## config.mk

```make
export PLATFORM = sky130hd
export DESIGN_NAME = start_pulse_dual_edge_byte_receiver_top
export DESIGN_NICKNAME = d
export VERILOG_FILES = /design/src/rtl/spder_pkg.sv /design/src/rtl/spder_core.sv /design/src/rtl/spder_obuf.sv /design/src/rtl/start_pulse_dual_edge_byte_receiver_top.sv
export SDC_FILE = /design/constraint.sdc
export NUM_CORES = 1
export LEC_CHECK = 0
export BUFFER_PORTS_ARGS = -buffer_cell sky130_fd_sc_hd__buf_4
export CAP_MARGIN = 20
export CORE_MARGIN = 2
export CORE_UTILIZATION = 30
export DETAILED_ROUTE_END_ITERATION = 8
export HOLD_SLACK_MARGIN = 0.1
export PLACE_DENSITY = 0.57
export SYNTH_ARGS = -nofsm -noshare
export SYNTH_HDL_FRONTEND = slang
export SYNTH_SLANG_ARGS = --single-unit
```

## constraint.sdc

```tcl
create_clock -name i_clk -period 5.6 [get_ports i_clk]
set_input_delay 0.84 -clock i_clk [delete_from_list [all_inputs] [get_ports i_clk]]
set_output_delay 0.84 -clock i_clk [all_outputs]
set_load 0.1 [all_outputs]
```

## src/rtl/spder_pkg.sv

```systemverilog
// shared types and constants for the start-pulse dual-edge byte receiver
// no dependencies; imported by every module of the block
package spder_pkg;

    typedef enum logic [1:0] {
        PH_IDLE    = 2'd0,
        PH_START   = 2'd1,
        PH_RECEIVE = 2'd2
    } t_phase;

    typedef enum logic [1:0] {
        ST_BYTE    = 2'd0,
        ST_ABORT   = 2'd1,
        ST_TIMEOUT = 2'd2
    } t_status;

    typedef struct packed {
        logic [7:0] rx_byte;
        t_status    status;
    } t_result;

    localparam int CFG_INDEX_W = 8;
    localparam int CFG_DATA_W  = 16;

    localparam logic [CFG_INDEX_W-1:0] CFG_START_LOW    = 8'd0;
    localparam logic [CFG_INDEX_W-1:0] CFG_BYTE_TIMEOUT = 8'd1;

    localparam logic [CFG_DATA_W-1:0] START_LOW_RESET    = 16'd190;
    localparam logic [CFG_DATA_W-1:0] BYTE_TIMEOUT_RESET = 16'd100;

    localparam logic [2:0] LAST_BIT = 3'd7;

endpackage

```

## src/rtl/spder_core.sv

```systemverilog
// receive state machine: edge detect, saturating tick counter, byte assembly
// depends on spder_pkg; result goes to the output buffer in the same cycle
module spder_core
    import spder_pkg::*;
#(
    parameter int TICK_COUNT_WIDTH = 16
) (
    input  logic                  i_clk,
    input  logic                  i_rst_n,
    input  logic                  i_cfg_we,
    input  logic [CFG_INDEX_W-1:0] i_cfg_index,
    input  logic [CFG_DATA_W-1:0] i_cfg_data,
    input  logic                  i_valid,
    input  logic                  i_clock_level,
    input  logic                  i_data_level,
    output logic                  o_res_valid,
    output t_result               o_res
);

    localparam int CMP_W = (TICK_COUNT_WIDTH > CFG_DATA_W) ? TICK_COUNT_WIDTH : CFG_DATA_W;
    localparam logic [TICK_COUNT_WIDTH-1:0] TICK_MAX = {TICK_COUNT_WIDTH{1'b1}};

    logic [CFG_DATA_W-1:0]       r_start_low;
    logic [CFG_DATA_W-1:0]       r_byte_timeout;
    t_phase                      r_phase, n_phase;
    logic                        r_prev_clk;
    logic [TICK_COUNT_WIDTH-1:0] r_elapsed, n_elapsed;
    logic [2:0]                  r_bit_pos, n_bit_pos;
    logic [7:0]                  r_asm, n_asm;

    logic [TICK_COUNT_WIDTH-1:0] adv;
    logic [CMP_W-1:0]            adv_ext;
    logic                        start_done;
    logic                        timed_out;
    logic                        clk_edge;
    logic                        fall_edge;

    assign adv        = (r_elapsed == TICK_MAX) ? r_elapsed : r_elapsed + 1'b1;
    assign adv_ext    = CMP_W'(adv);
    assign start_done = adv_ext >= CMP_W'(r_start_low);
    assign timed_out  = adv_ext >= CMP_W'(r_byte_timeout);
    assign clk_edge   = i_clock_level != r_prev_clk;
    assign fall_edge  = !i_clock_level && r_prev_clk;

    // next phase
    always_comb begin
        n_phase = r_phase;
        unique case (r_phase)
            PH_START: begin
                if (start_done) begin
                    n_phase = PH_RECEIVE;
                end else if (i_clock_level) begin
                    n_phase = PH_IDLE;
                end
            end
            PH_RECEIVE: begin
                if (timed_out) begin
                    n_phase = PH_IDLE;
                end else if (clk_edge && r_bit_pos == LAST_BIT) begin
                    n_phase = PH_IDLE;
                end
            end
            default: begin
                n_phase = fall_edge ? PH_START : PH_IDLE;
            end
        endcase
    end

    // datapath and result
    always_comb begin
        n_elapsed   = r_elapsed;
        n_bit_pos   = r_bit_pos;
        n_asm       = r_asm;
        o_res_valid = 1'b0;
        o_res       = '{rx_byte: 8'd0, status: ST_BYTE};
        unique case (r_phase)
            PH_START: begin
                n_elapsed = adv;
                if (start_done) begin
                    n_elapsed = '0;
                    n_bit_pos = '0;
                    n_asm     = '0;
                end else if (i_clock_level) begin
                    o_res_valid = i_valid;
                    o_res.status = ST_ABORT;
                end
            end
            PH_RECEIVE: begin
                n_elapsed = adv;
                if (timed_out) begin
                    o_res_valid  = i_valid;
                    o_res.status = ST_TIMEOUT;
                end else if (clk_edge) begin
                    n_asm = r_asm | (8'(i_data_level) << r_bit_pos);
                    n_bit_pos = r_bit_pos + 3'd1;
                    if (r_bit_pos == LAST_BIT) begin
                        o_res_valid   = i_valid;
                        o_res.rx_byte = n_asm;
                    end
                end
            end
            default: begin
                if (fall_edge) begin
                    n_elapsed = '0;
                end
            end
        endcase
    end

    always_ff @(posedge i_clk) begin
        if (!i_rst_n) begin
            r_start_low    <= START_LOW_RESET;
            r_byte_timeout <= BYTE_TIMEOUT_RESET;
            r_phase        <= PH_IDLE;
            r_prev_clk     <= 1'b0;
            r_elapsed      <= '0;
            r_bit_pos      <= '0;
            r_asm          <= '0;
        end else begin
            if (i_cfg_we && i_cfg_index == CFG_START_LOW) begin
                r_start_low <= i_cfg_data;
            end
            if (i_cfg_we && i_cfg_index == CFG_BYTE_TIMEOUT) begin
                r_byte_timeout <= i_cfg_data;
            end
            if (i_valid) begin
                r_phase    <= n_phase;
                r_prev_clk <= i_clock_level;
                r_elapsed  <= n_elapsed;
                r_bit_pos  <= n_bit_pos;
                r_asm      <= n_asm;
            end
        end
    end

    // a result only comes from an accepted sample
    a_res_needs_item: assert property (@(posedge i_clk) disable iff (!i_rst_n)
        o_res_valid |-> i_valid)
        else $error("result without accepted sample");

    // aborts and timeouts carry a zero byte
    a_zero_byte: assert property (@(posedge i_clk) disable iff (!i_rst_n)
        (o_res_valid && o_res.status != ST_BYTE) |-> o_res.rx_byte == 8'd0)
        else $error("nonzero byte on error status");

    // a completed byte sends the block back to idle
    a_byte_to_idle: assert property (@(posedge i_clk) disable iff (!i_rst_n)
        (o_res_valid && o_res.status == ST_BYTE) |=> r_phase == PH_IDLE)
        else $error("phase not idle after byte");

endmodule

```

## src/rtl/spder_obuf.sv

```systemverilog
// result register with one skid entry between the core and the output stream
// depends on spder_pkg
module spder_obuf
    import spder_pkg::*;
(
    input  logic    i_clk,
    input  logic    i_rst_n,
    input  logic    i_push,
    input  t_result i_res,
    output logic    o_ready,
    output logic    o_valid,
    output t_result o_res,
    input  logic    i_take
);

    logic    r_out_v;
    logic    r_skid_v;
    t_result r_out;
    t_result r_skid;
    logic    out_free;

    assign out_free = !r_out_v || i_take;
    assign o_ready  = !r_skid_v;
    assign o_valid  = r_out_v;
    assign o_res    = r_out;

    always_ff @(posedge i_clk) begin
        if (!i_rst_n) begin
            r_out_v  <= 1'b0;
            r_skid_v <= 1'b0;
        end else if (out_free) begin
            if (r_skid_v) begin
                r_out_v  <= 1'b1;
                r_skid_v <= 1'b0;
            end else begin
                r_out_v <= i_push;
            end
        end else if (i_push) begin
            r_skid_v <= 1'b1;
        end
    end

    always_ff @(posedge i_clk) begin
        if (out_free) begin
            r_out <= r_skid_v ? r_skid : i_res;
        end else if (i_push) begin
            r_skid <= i_res;
        end
    end

    a_skid_implies_out: assert property (@(posedge i_clk) disable iff (!i_rst_n)
        r_skid_v |-> r_out_v)
        else $error("skid full with empty output register");

    a_no_push_when_full: assert property (@(posedge i_clk) disable iff (!i_rst_n)
        r_skid_v |-> !i_push)
        else $error("push into full buffer");

    a_skid_drains: assert property (@(posedge i_clk) disable iff (!i_rst_n)
        (r_skid_v && i_take) |=> (r_out_v && !r_skid_v))
        else $error("skid entry not moved forward");

endmodule

```

## src/rtl/start_pulse_dual_edge_byte_receiver_top.sv

```systemverilog
// top level of the start-pulse dual-edge byte receiver
// depends on spder_pkg, spder_core and spder_obuf
//
// One stream transaction carries one sample of the clock line and the data
// line. In idle, a falling clock edge starts a tick counter; if clock stays
// low for start_low_ticks samples the receiver enters receive, and a rise
// before that yields an abort event. In receive every clock edge (rising or
// falling) stores the data sample as the next bit, LSB first; the eighth bit
// emits the byte, and byte_timeout_ticks samples without completing yield a
// timeout event. The counter is TICK_COUNT_WIDTH bits wide and saturates.
// The state update is one pass of logic between the accepted sample and the
// result register, so a sample is taken every cycle while o_s_tready is
// high. Results sit in an output register with one skid entry; o_s_tready
// drops only while that skid entry is occupied. Results are registered
// before they reach the output stream. Configuration writes are always
// ready and should be issued only while the receiver is idle.
module start_pulse_dual_edge_byte_receiver_top
    import spder_pkg::*;
#(
    parameter int TICK_COUNT_WIDTH = 16
) (
    input  logic                   i_clk,
    input  logic                   i_rst_n,
    // configuration write channel
    input  logic                   i_cfg_valid,
    output logic                   o_cfg_ready,
    input  logic [CFG_INDEX_W-1:0] i_cfg_index,   // 0 start_low_ticks, 1 byte_timeout_ticks
    input  logic [CFG_DATA_W-1:0]  i_cfg_data,
    // sample stream
    input  logic                   i_s_tvalid,
    output logic                   o_s_tready,
    input  logic [7:0]             i_s_tdata,     // [0] clock_level, [1] data_level
    // result stream
    output logic                   o_m_tvalid,
    input  logic                   i_m_tready,
    output logic [7:0]             o_m_tdata,     // [7:0] received_byte
    output logic [1:0]             o_m_tuser      // [1:0] event_status
);

    logic    s_accept;
    logic    res_valid;
    t_result res;
    t_result out_res;

    assign o_cfg_ready = 1'b1;
    assign s_accept    = i_s_tvalid && o_s_tready;

    // state machine sees each accepted sample once
    spder_core #(
        .TICK_COUNT_WIDTH(TICK_COUNT_WIDTH)
    ) u_core (
        .i_clk        (i_clk),
        .i_rst_n      (i_rst_n),
        .i_cfg_we     (i_cfg_valid),
        .i_cfg_index  (i_cfg_index),
        .i_cfg_data   (i_cfg_data),
        .i_valid      (s_accept),
        .i_clock_level(i_s_tdata[0]),
        .i_data_level (i_s_tdata[1]),
        .o_res_valid  (res_valid),
        .o_res        (res)
    );

    // result register plus skid entry decouples the two streams
    spder_obuf u_obuf (
        .i_clk  (i_clk),
        .i_rst_n(i_rst_n),
        .i_push (res_valid),
        .i_res  (res),
        .o_ready(o_s_tready),
        .o_valid(o_m_tvalid),
        .o_res  (out_res),
        .i_take (i_m_tready)
    );

    assign o_m_tdata = out_res.rx_byte;
    assign o_m_tuser = 2'(out_res.status);

endmodule
```

==> out/summary.log, run 1 <==
qor: route.via_per_inst 5.11
qor: yosys.synth.lib_cells_used.distinct 56
qor: grt.maximum_number_of_pins_on_one_net_before_global_route_repair 36
qor: timing.hold_viol 0
qor: critical_path.timing.critical_path.required 5890 ps
qor: clock_network.ctsHoldBuffers 0
qor: placed_design.dpl_worst_slack 1100 ps
qor: timing.clock-skew-final 8.78 ps
qor: route.drcViolationCount 0
qor: yosys.netlist_area 4640 um2
qor: grt.antenna_found_initial 0
qor: floorplan.start_util 30.6%
qor: timing.post-route-period-util 81.4%
qor: timing.post-route-min-period 4560 ps
qor: yosys.synth_largest_type_area_fraction 27.6%
qor: timing.timing.final.max_slew_violations 0
qor: yosys.post_synth_inst_count 530
qor: clock_network.clock-root-buffer sky130_fd_sc_hd__clkbuf_16
qor: hold_path.hold-path-endpoint u_core.r_asm[3]
qor: timing.worst_pin_slew 1080 ps
qor: layout.antenna_cells_inserted 0
qor: timing.timing_limited_maximum_frequency 219 MHz
qor: critical_path.crit_family simple AND/OR/NAND/NOR gates
qor: timing.final_critical_path_setup_slack 1040 ps
qor: critical_path.criticalPathCategory register to register
qor: layout.num-nets-final 639
qor: floorplan.die_y 128 um
qor: critical_path.cp.buffers_inverters 0
qor: clock_network.post_cts.resized_instances 0
qor: critical_path.timing.critical_path.from_type register
qor: floorplan.die_outline_area 16,500 um2
qor: pwr.power.static_leakage 2.25 nW
qor: critical_path.rr_startpoint u_core.r_elapsed[0]
qor: layout.drive_gt1_share 12.7%
qor: clock_network.tritoncts built
qor: timing.totalNegativeSetupSlack 0 ps
qor: layout.commonest_cells_after_routing_fill_and_taps_aside 71 x sky130_fd_sc_hd__nand2_1, 64 x sky130_fd_sc_hd__dfxtp_1, 56 x sky130_fd_sc_hd__nor2_1
qor: grt.wire_length_of_the_first_global_routing_pass 17,600 um
qor: yosys.synth_area_leader_cell sky130_fd_sc_hd__dfxtp_1
qor: critical_path.path_cells ha_1 > nand4_1 > nor2_1 > nand2_1 > and3_1 > nor2_1 > ha_1 > a31oi_1 > nor2b_1 > o311ai_2 > a31oi_2 > nor2_1 > a221o_1
qor: timing.setup_repair_after_global_routing_missed_its_margin no
qor: clock_network.h_tree_level_count 3
qor: route.wl_per_cell 14.0 um
qor: pwr.max-vdd-ir-drop 200 uV
qor: critical_path.reg2regPathDepth 13
qor: clock_network.cts-buffers-inserted 9
qor: hold_path.min_delay_path_depth 2
qor: critical_path.reg2reg_slack 1040 ps
qor: grt.first_global_vias 3,678
qor: grt.groute.usage.overall 13.3%
qor: critical_path.critical_path.slowest_cell sky130_fd_sc_hd__nor2_1
qor: route.dr.first_iter.drc_count 220
qor: timing.final_setup_violation_count 0
qor: yosys.synth-main-ff-cell sky130_fd_sc_hd__dfxtp_1
qor: layout.area_delta_synth_final 16.8%
qor: pwr.totalPowerFinal 1.25 mW
qor: critical_path.capture_instance_of_the_worst_register_to_register_path u_core.r_elapsed[7]
qor: yosys.syn_area_per_cell 8.76 um2
qor: critical_path.worstSetupEndpointType register
qor: floorplan.coreArea 15,100 um2
qor: route.final_antenna_net_count 0
qor: floorplan.die_w 128 um
qor: route.detail_route.wirelength 10,600 um
qor: status.run_status complete, no violations
qor: yosys.sequential_element_share_of_the_synthesized_area 40.6%
qor: yosys.synth.area.top_cells sky130_fd_sc_hd__dfxtp_1 28%, sky130_fd_sc_hd__edfxtp_1 13%, sky130_fd_sc_hd__ha_1 10%
qor: yosys.synth_edf_count 20
qor: placed_design.buffer_ports.inserted 42
qor: route.route.vias.total 3,868
qor: timing.timing.slew.headroom 28.0%
qor: yosys.ys_seq_elements 84
qor: placed_design.numPlacedInstances 740
qor: clock_network.clock_sink_count 84
qor: yosys.synth-async-reset-ratio 0%
qor: floorplan.design.portCount 50
qor: floorplan.fp-row-count 45
qor: yosys.yosys_warnings 0
qor: placed_design.place_hpwl 7920 um
qor: clock_network.clk_path_buf_depth 2
qor: pwr.power_per_cell_area 230 nW/um2
qor: yosys.syn_nets 605
qor: critical_path.worst-endpoint-arrival 4850 ps
qor: layout.layout.cells.most_common sky130_fd_sc_hd__nand2_1
qor: layout.finish.cell_count_without_fillers 757
qor: grt.overflow 0
qor: critical_path.timing.critical_path.slowest_cell_delay 590 ps
qor: job.timing.max_cap.violations 0
qor: timing.final.hold.worst_slack 454 ps
qor: placed_design.routabilityCongestion 0.814
qor: clock_network.post-cts-setup-buffer-count 0
qor: hold_path.worstHoldPathType register to register
qor: critical_path.most_frequent_cell_on_the_critical_path sky130_fd_sc_hd__nor2_1
qor: clock_network.insertion_delay 350 ps
qor: critical_path.critical_path.max_fanout 18
qor: clock_network.clk_pin_slew_worst_paths 70 ps
qor: route.drt-pass1-iter-count 4
qor: hold_path.hold_start u_core.r_asm[3]
-- worst max-delay path by stage --
stage | cells past startpoint | end | from | slack, ps
floorplan | 14 | u_obuf.r_skid[0] | u_core.r_elapsed[0] | 1440
global placement | 13 | u_core.r_elapsed[1] | u_core.r_elapsed[0] | 1190
detailed placement | 13 | u_core.r_elapsed[7] | u_core.r_elapsed[0] | 1100
CTS | 13 | u_core.r_elapsed[7] | u_core.r_elapsed[0] | 1080
global route | 12 | u_core.r_elapsed[7] | u_core.r_elapsed[0] | 710
finish | 13 | u_core.r_elapsed[7] | u_core.r_elapsed[0] | 1040
-- synth_stat cells (5+ instances only) --
cell type / number
sky130_fd_sc_hd__edfxtp_1: 20
sky130_fd_sc_hd__nand3b_1: 5
sky130_fd_sc_hd__nand4_1: 6
sky130_fd_sc_hd__nor4_1: 6
sky130_fd_sc_hd__nand3_1: 11
sky130_fd_sc_hd__o211ai_1: 7
sky130_fd_sc_hd__xnor2_1: 5
sky130_fd_sc_hd__o22ai_1: 10
sky130_fd_sc_hd__clkbuf_1: 16
sky130_fd_sc_hd__nand2b_1: 5
sky130_fd_sc_hd__a21oi_1: 22
sky130_fd_sc_hd__nor3_1: 19
sky130_fd_sc_hd__o31ai_1: 12
sky130_fd_sc_hd__o21ai_0: 14
sky130_fd_sc_hd__dfxtp_1: 64
sky130_fd_sc_hd__nor2b_1: 7
sky130_fd_sc_hd__nand2_1: 71
sky130_fd_sc_hd__inv_1: 46
sky130_fd_sc_hd__a221o_1: 5
sky130_fd_sc_hd__and3_1: 6
sky130_fd_sc_hd__ha_1: 38
sky130_fd_sc_hd__nor2_1: 57
sky130_fd_sc_hd__mux2i_1: 28
-- tightest hold or removal path, cell delays in order (launching register included) --
cell and delay [ps]:
sky130_fd_sc_hd__dfxtp_1 310, sky130_fd_sc_hd__nand2_1 50, sky130_fd_sc_hd__o22ai_1 50
-- report_power, final --
group	switching (mW)	internal, mW	leakage (nW)
clock network	0.274	0.312	0.141
registers	0.000480	0.618	0.718
logic	0.0257	0.0188	1.39
-- metal layers --
metal	part of all wire [%]	vias to the layer above	GRT usage, %
met1	47	1821	17.1
li1	-	1959	-
met4	1.1	0	3.75
met3	4.2	11	3.24
met2	47	77	22.3
met5	0	-	0
-- per-stage QoR --
step | cell area, um2 | utilization [%]
after floorplan | 4640 | -
after global placement | 5110 | 33.8
after detailed placement | 5110 | 33.8
after CTS | 5410 | 35.7
after global routing | 5420 | 35.8
final | 5420 | 35.8
-- flip-flops by register name (all words and copies together), names as in the netlist --
signal	count
u_obuf.r_skid_v	1
u_core.r_elapsed	16
u_core.r_byte_timeout	16
u_core.r_bit_pos	3
u_core.r_prev_clk	1
u_obuf.o_valid	1
u_obuf.o_res	10
u_core.r_phase	2
u_core.r_asm	8
u_core.r_start_low	16
u_obuf.r_skid	10
-- cell families after synthesis --
| family | after synthesis | share of synthesized area [%] |
|---|---|---|
| AO/OA/AOI/OAI | 96 | 14.5 |
| XOR/XNOR | 8 | 1.51 |
| adder cells (fa/ha/maj) | 38 | 10.2 |
| buffers and inverters | 67 | 5.58 |
| flip-flops | 84 | 40.6 |
| multiplexers | 30 | 6.52 |
| other | 1 | 0.0808 |
| AND/OR/NAND/NOR | 206 | 21.1 |
-- area by class of cell --
| cell class | instances | area (um2) |
|---|---|---|
| timing repair buffer | 44 | 338 |
| fill | 1509 | 9730 |
| inverter | 46 | 173 |
| multi-input combinational | 379 | 2500 |
| clock inverter | 7 | 65.1 |
| clock buffer | 9 | 225 |
| sequential | 84 | 1880 |
| tap | 188 | 235 |
Power figures use the tool's default switching activity.
==> run 2, diff against run 1 <==
--- a/config.mk
+++ b/config.mk
@@ -11,7 +11,7 @@
 export CORE_UTILIZATION = 30
 export DETAILED_ROUTE_END_ITERATION = 8
 export HOLD_SLACK_MARGIN = 0.1
-export PLACE_DENSITY = 0.57
+export PLACE_DENSITY = 0.59
 export SYNTH_ARGS = -nofsm -noshare
 export SYNTH_HDL_FRONTEND = slang
 export SYNTH_SLANG_ARGS = --single-unit
==> constraint.sdc (replaced) <==
create_clock -name i_clk -period 4 [get_ports i_clk]
set_input_delay 0.6 -clock i_clk [delete_from_list [all_inputs] [get_ports i_clk]]
set_output_delay 0.6 -clock i_clk [all_outputs]
set_load 0.1 [all_outputs]
==> run 2 against run 1 <==
Effect of this change:
- routed wire length up 5.7%
- clock power up 42%
- power up 42%
- setup slack worse by 780 ps
- clock skew up 1.7 ps
- fmax up 22%
- first-iteration DRC count up 6.4%
- cell area up 6.1%
- flip-flop and latch count unchanged
- die area unchanged
- cell count up 4.1%
- critical endpoint is now u_obuf.r_skid[5]
==> out/summary.log, run 2 (synthesis gave the netlist of run 1 again) <==
qor: pwr.max-vdd-ir-drop 230 uV [was 200 uV]
qor: floorplan.die_w 128 um [unchanged]
qor: floorplan.start_util 30.6% [unchanged]
qor: route.wl_per_cell 14.3 um [was 14.0 um]
qor: timing.timing.slew.headroom 28.5% [was 28.0%]
qor: timing.post-route-period-util 93.5% [was 81.4%]
qor: layout.antenna_cells_inserted 0 [unchanged]
qor: placed_design.place_hpwl 8300 um [was 7920 um]
qor: clock_network.tritoncts built [unchanged]
qor: floorplan.design.portCount 50 [unchanged]
qor: floorplan.die_y 128 um [unchanged]
qor: pwr.share_comb_of_total_power 3.9% [was 3.6%]
qor: pwr.netSwitchingFraction 24.4% [was 24.1%]
qor: critical_path.path_cells ha_2 > nand4_1 > nor2_4 > nand2_1 > and3_1 > nor2_1 > ha_1 > nand2_1 > or4_4 > nor3_4 > nor4_1 > a2bb2oi_2 > nor3_2 > buf_4 [was ha_1 > nand4_1 > nor2_1 > nand2_1 > and3_1 > nor2_1 > ha_1 > a31oi_1 > nor2b_1 > o311ai_2 > a31oi_2 > nor2_1 > a221o_1]
qor: clock_network.clock-root-buffer sky130_fd_sc_hd__clkbuf_16 [unchanged]
qor: layout.fillerInstances 1,499 [was 1,509]
qor: floorplan.die_outline_area 16,500 um2 [unchanged]
qor: clock_network.ctsHoldBuffers 0 [unchanged]
qor: clock_network.clk_path_buf_depth 2 [unchanged]
qor: layout.reg_top3 u_core.r_byte_timeout: 16 flops, u_core.r_elapsed: 16 flops, u_core.r_start_low: 16 flops [unchanged]
qor: route.drcViolationCount 0 [unchanged]
qor: timing.final_setup_violation_count 0 [unchanged]
qor: timing.totalNegativeSetupSlack 0 ps [unchanged]
qor: route.via_per_inst 5.10 [was 5.11]
qor: layout.layout.cells.most_common sky130_fd_sc_hd__buf_4 [was sky130_fd_sc_hd__nand2_1]
qor: pwr.p_switching 0.432 mW [was 0.300 mW]
qor: critical_path.worstSetupEndpointType register [unchanged]
qor: grt.overflow 0 [unchanged]
qor: clock_network.h_tree_level_count 3 [unchanged]
qor: pwr.power_per_cell_area 308 nW/um2 [was 230 nW/um2]
qor: grt.first_global_vias 3,981 [was 3,678]
qor: critical_path.timing.critical_path.from_type register [unchanged]
qor: placed_design.buffer_ports.inserted 42 [unchanged]
qor: critical_path.reg2regPathDepth 14 [was 13]
qor: clock_network.cts-buffers-inserted 9 [unchanged]
qor: pwr.p_int 1.34 mW [was 0.949 mW]
qor: layout.area_delta_synth_final 23.9% [was 16.8%]
qor: route.dr.first_iter.drc_count 234 [was 220]
qor: timing.post-route-min-period 3740 ps [was 4560 ps]
qor: placed_design.routabilityCongestion 0.874 [was 0.814]
qor: hold_path.worstHoldPathType register to register [unchanged]
qor: timing.timing_limited_maximum_frequency 267 MHz [was 219 MHz]
qor: clock_network.insertion_delay 360 ps [was 350 ps]
qor: layout.commonest_cells_after_routing_fill_and_taps_aside 72 x sky130_fd_sc_hd__buf_4, 71 x sky130_fd_sc_hd__nand2_1, 63 x sky130_fd_sc_hd__dfxtp_1 [was 71 x sky130_fd_sc_hd__nand2_1, 64 x sky130_fd_sc_hd__dfxtp_1, 56 x sky130_fd_sc_hd__nor2_1]
qor: timing.setup_repair_after_global_routing_missed_its_margin no [unchanged]
qor: layout.drive_gt1_share 19.0% [was 12.7%]
qor: route.route.vias.total 4,017 [was 3,868]
qor: pwr.power.clock.fraction 47.2% [was 47.0%]
qor: job.timing.max_cap.violations 0 [unchanged]
qor: timing.timing.final.max_slew_violations 0 [unchanged]
qor: critical_path.worst-endpoint-arrival 3810 ps [was 4850 ps]
qor: pwr.share_seq_of_total_power 48.9% [was 49.5%]
qor: critical_path.most_frequent_cell_on_the_critical_path sky130_fd_sc_hd__nand2_1 [was sky130_fd_sc_hd__nor2_1]
qor: route.drt-pass1-iter-count 5 [was 4]
qor: route.final_antenna_net_count 0 [unchanged]
qor: critical_path.timing.critical_path.required 4070 ps [was 5890 ps]
qor: critical_path.critical_path.slowest_cell sky130_fd_sc_hd__or4_4 [was sky130_fd_sc_hd__nor2_1]
qor: critical_path.timing.critical_path.slowest_cell_delay 550 ps [was 590 ps]
qor: placed_design.dpl_cell_area 5340 um2 [was 5110 um2]
qor: hold_path.min_delay_path_depth 2 [unchanged]
qor: floorplan.coreArea 15,100 um2 [unchanged]
qor: layout.num-nets-final 670 [was 639]
qor: grt.antenna_found_initial 0 [unchanged]
qor: timing.hold_viol 0 [unchanged]
qor: status.run_status complete, no violations [unchanged]
qor: pwr.power.static_leakage 2.45 nW [was 2.25 nW]
qor: clock_network.clock_sink_count 84 [unchanged]
qor: grt.maximum_number_of_pins_on_one_net_before_global_route_repair 36 [unchanged]
qor: timing.clock-skew-final 10.5 ps [was 8.78 ps]
qor: clock_network.clk_pin_slew_worst_paths 70 ps [about the same]
qor: route.detail_route.wirelength 11,200 um [was 10,600 um]
qor: floorplan.fp-row-count 45 [unchanged]
qor: timing.worst_pin_slew 1070 ps [was 1080 ps]
qor: grt.wire_length_of_the_first_global_routing_pass 18,500 um [was 17,600 um]
qor: layout.layout.cell_area.non_filler 5750 um2 [was 5420 um2]
qor: grt.groute.usage.overall 14.1% [was 13.3%]
qor: critical_path.criticalPathCategory register to register [unchanged]
qor: critical_path.reg2reg_slack 260 ps [was 1040 ps]
qor: critical_path.critical_path.max_fanout 7 [was 18]
qor: timing.final.hold.worst_slack 452 ps [was 454 ps]
-- run 2: cell count changes in the layout (fill, tap and decap cells not counted), moves of 2 or more --
cell | before | now
sky130_fd_sc_hd__inv_6 | 3 | 1
sky130_fd_sc_hd__nor3_2 | 0 | 3
sky130_fd_sc_hd__buf_4 | 43 | 72
sky130_fd_sc_hd__nor3_4 | 2 | 4
sky130_fd_sc_hd__inv_8 | 2 | 4
sky130_fd_sc_hd__nor3_1 | 19 | 14
-- run 2: worst paths after layout --
check,end,start
max,u_obuf.r_skid[5],u_core.r_elapsed[1]
min,u_core.r_asm[0],u_core.r_asm[0]
max reg2reg,u_obuf.r_skid[5],u_core.r_elapsed[1]
min reg2reg,u_core.r_asm[0],u_core.r_asm[0]
-- run 2: area by class of cell --
class                           count  area, um2  area share [%]
Inverter                           46        173            3.00
Clock inverter                      7       71.3            1.24
Sequential cell                    84       1880            32.7
Multi-Input combinational cell    379       2560            44.6
Clock buffer                        9        225            3.92
Tap cell                          188        235            4.09
Timing Repair Buffer               75        599            10.4
-- run 2: metal layers --
layer  GRT usage [%]  part of all wire, %  up-vias
li1                -                    -     2013
met1            17.4                   44     1886
met2            24.2                   49      103
met3            3.70                  5.8       15
met4            4.52                  1.2        0
met5               0                    0        -
-- run 2: power by group through the flow --
stage	clock [mW]	sequential, mW	combinational [mW]
2_1_floorplan	0	0.885	0.0301
3_3_place_gp	0	0.885	0.0632
3_5_place_dp	0	0.885	0.0649
6_report	0.836	0.865	0.0690
5_1_grt	0.891	0.865	0.0739
4_1_cts	0.861	0.865	0.0650
-- run 2: worst max-delay path: cells and delay by family, from the launching register on --
family                     cells  cell delay (ps)
AOI/OAI and AO/OA              1              190
buffers and inverters          1              190
DFF                            1              350
and+or+nand+nor               10             2370
adders and majority gates      2              370
-- run 2: stage by stage --
step | cells | power (mW) | worst slack [ps] | util (%)
2_1_floorplan | 530 | 0.915 | 136 | -
3_3_place_gp | 767 | 0.948 | 246 | 35.2
3_5_place_dp | 767 | 0.950 | 84.2 | 35.2
4_1_cts | 783 | 1.79 | 88.8 | 37.2
5_1_grt | 788 | 1.83 | 4.05 | 38.0
6_report | 788 | 1.77 | 261 | 38.0
-- run 2: what timing repair did --
item                       4_1_cts  5_1_grt
gates resized for setup          0       15
buffers inserted                 0        3
setup endpoints to repair        0       39
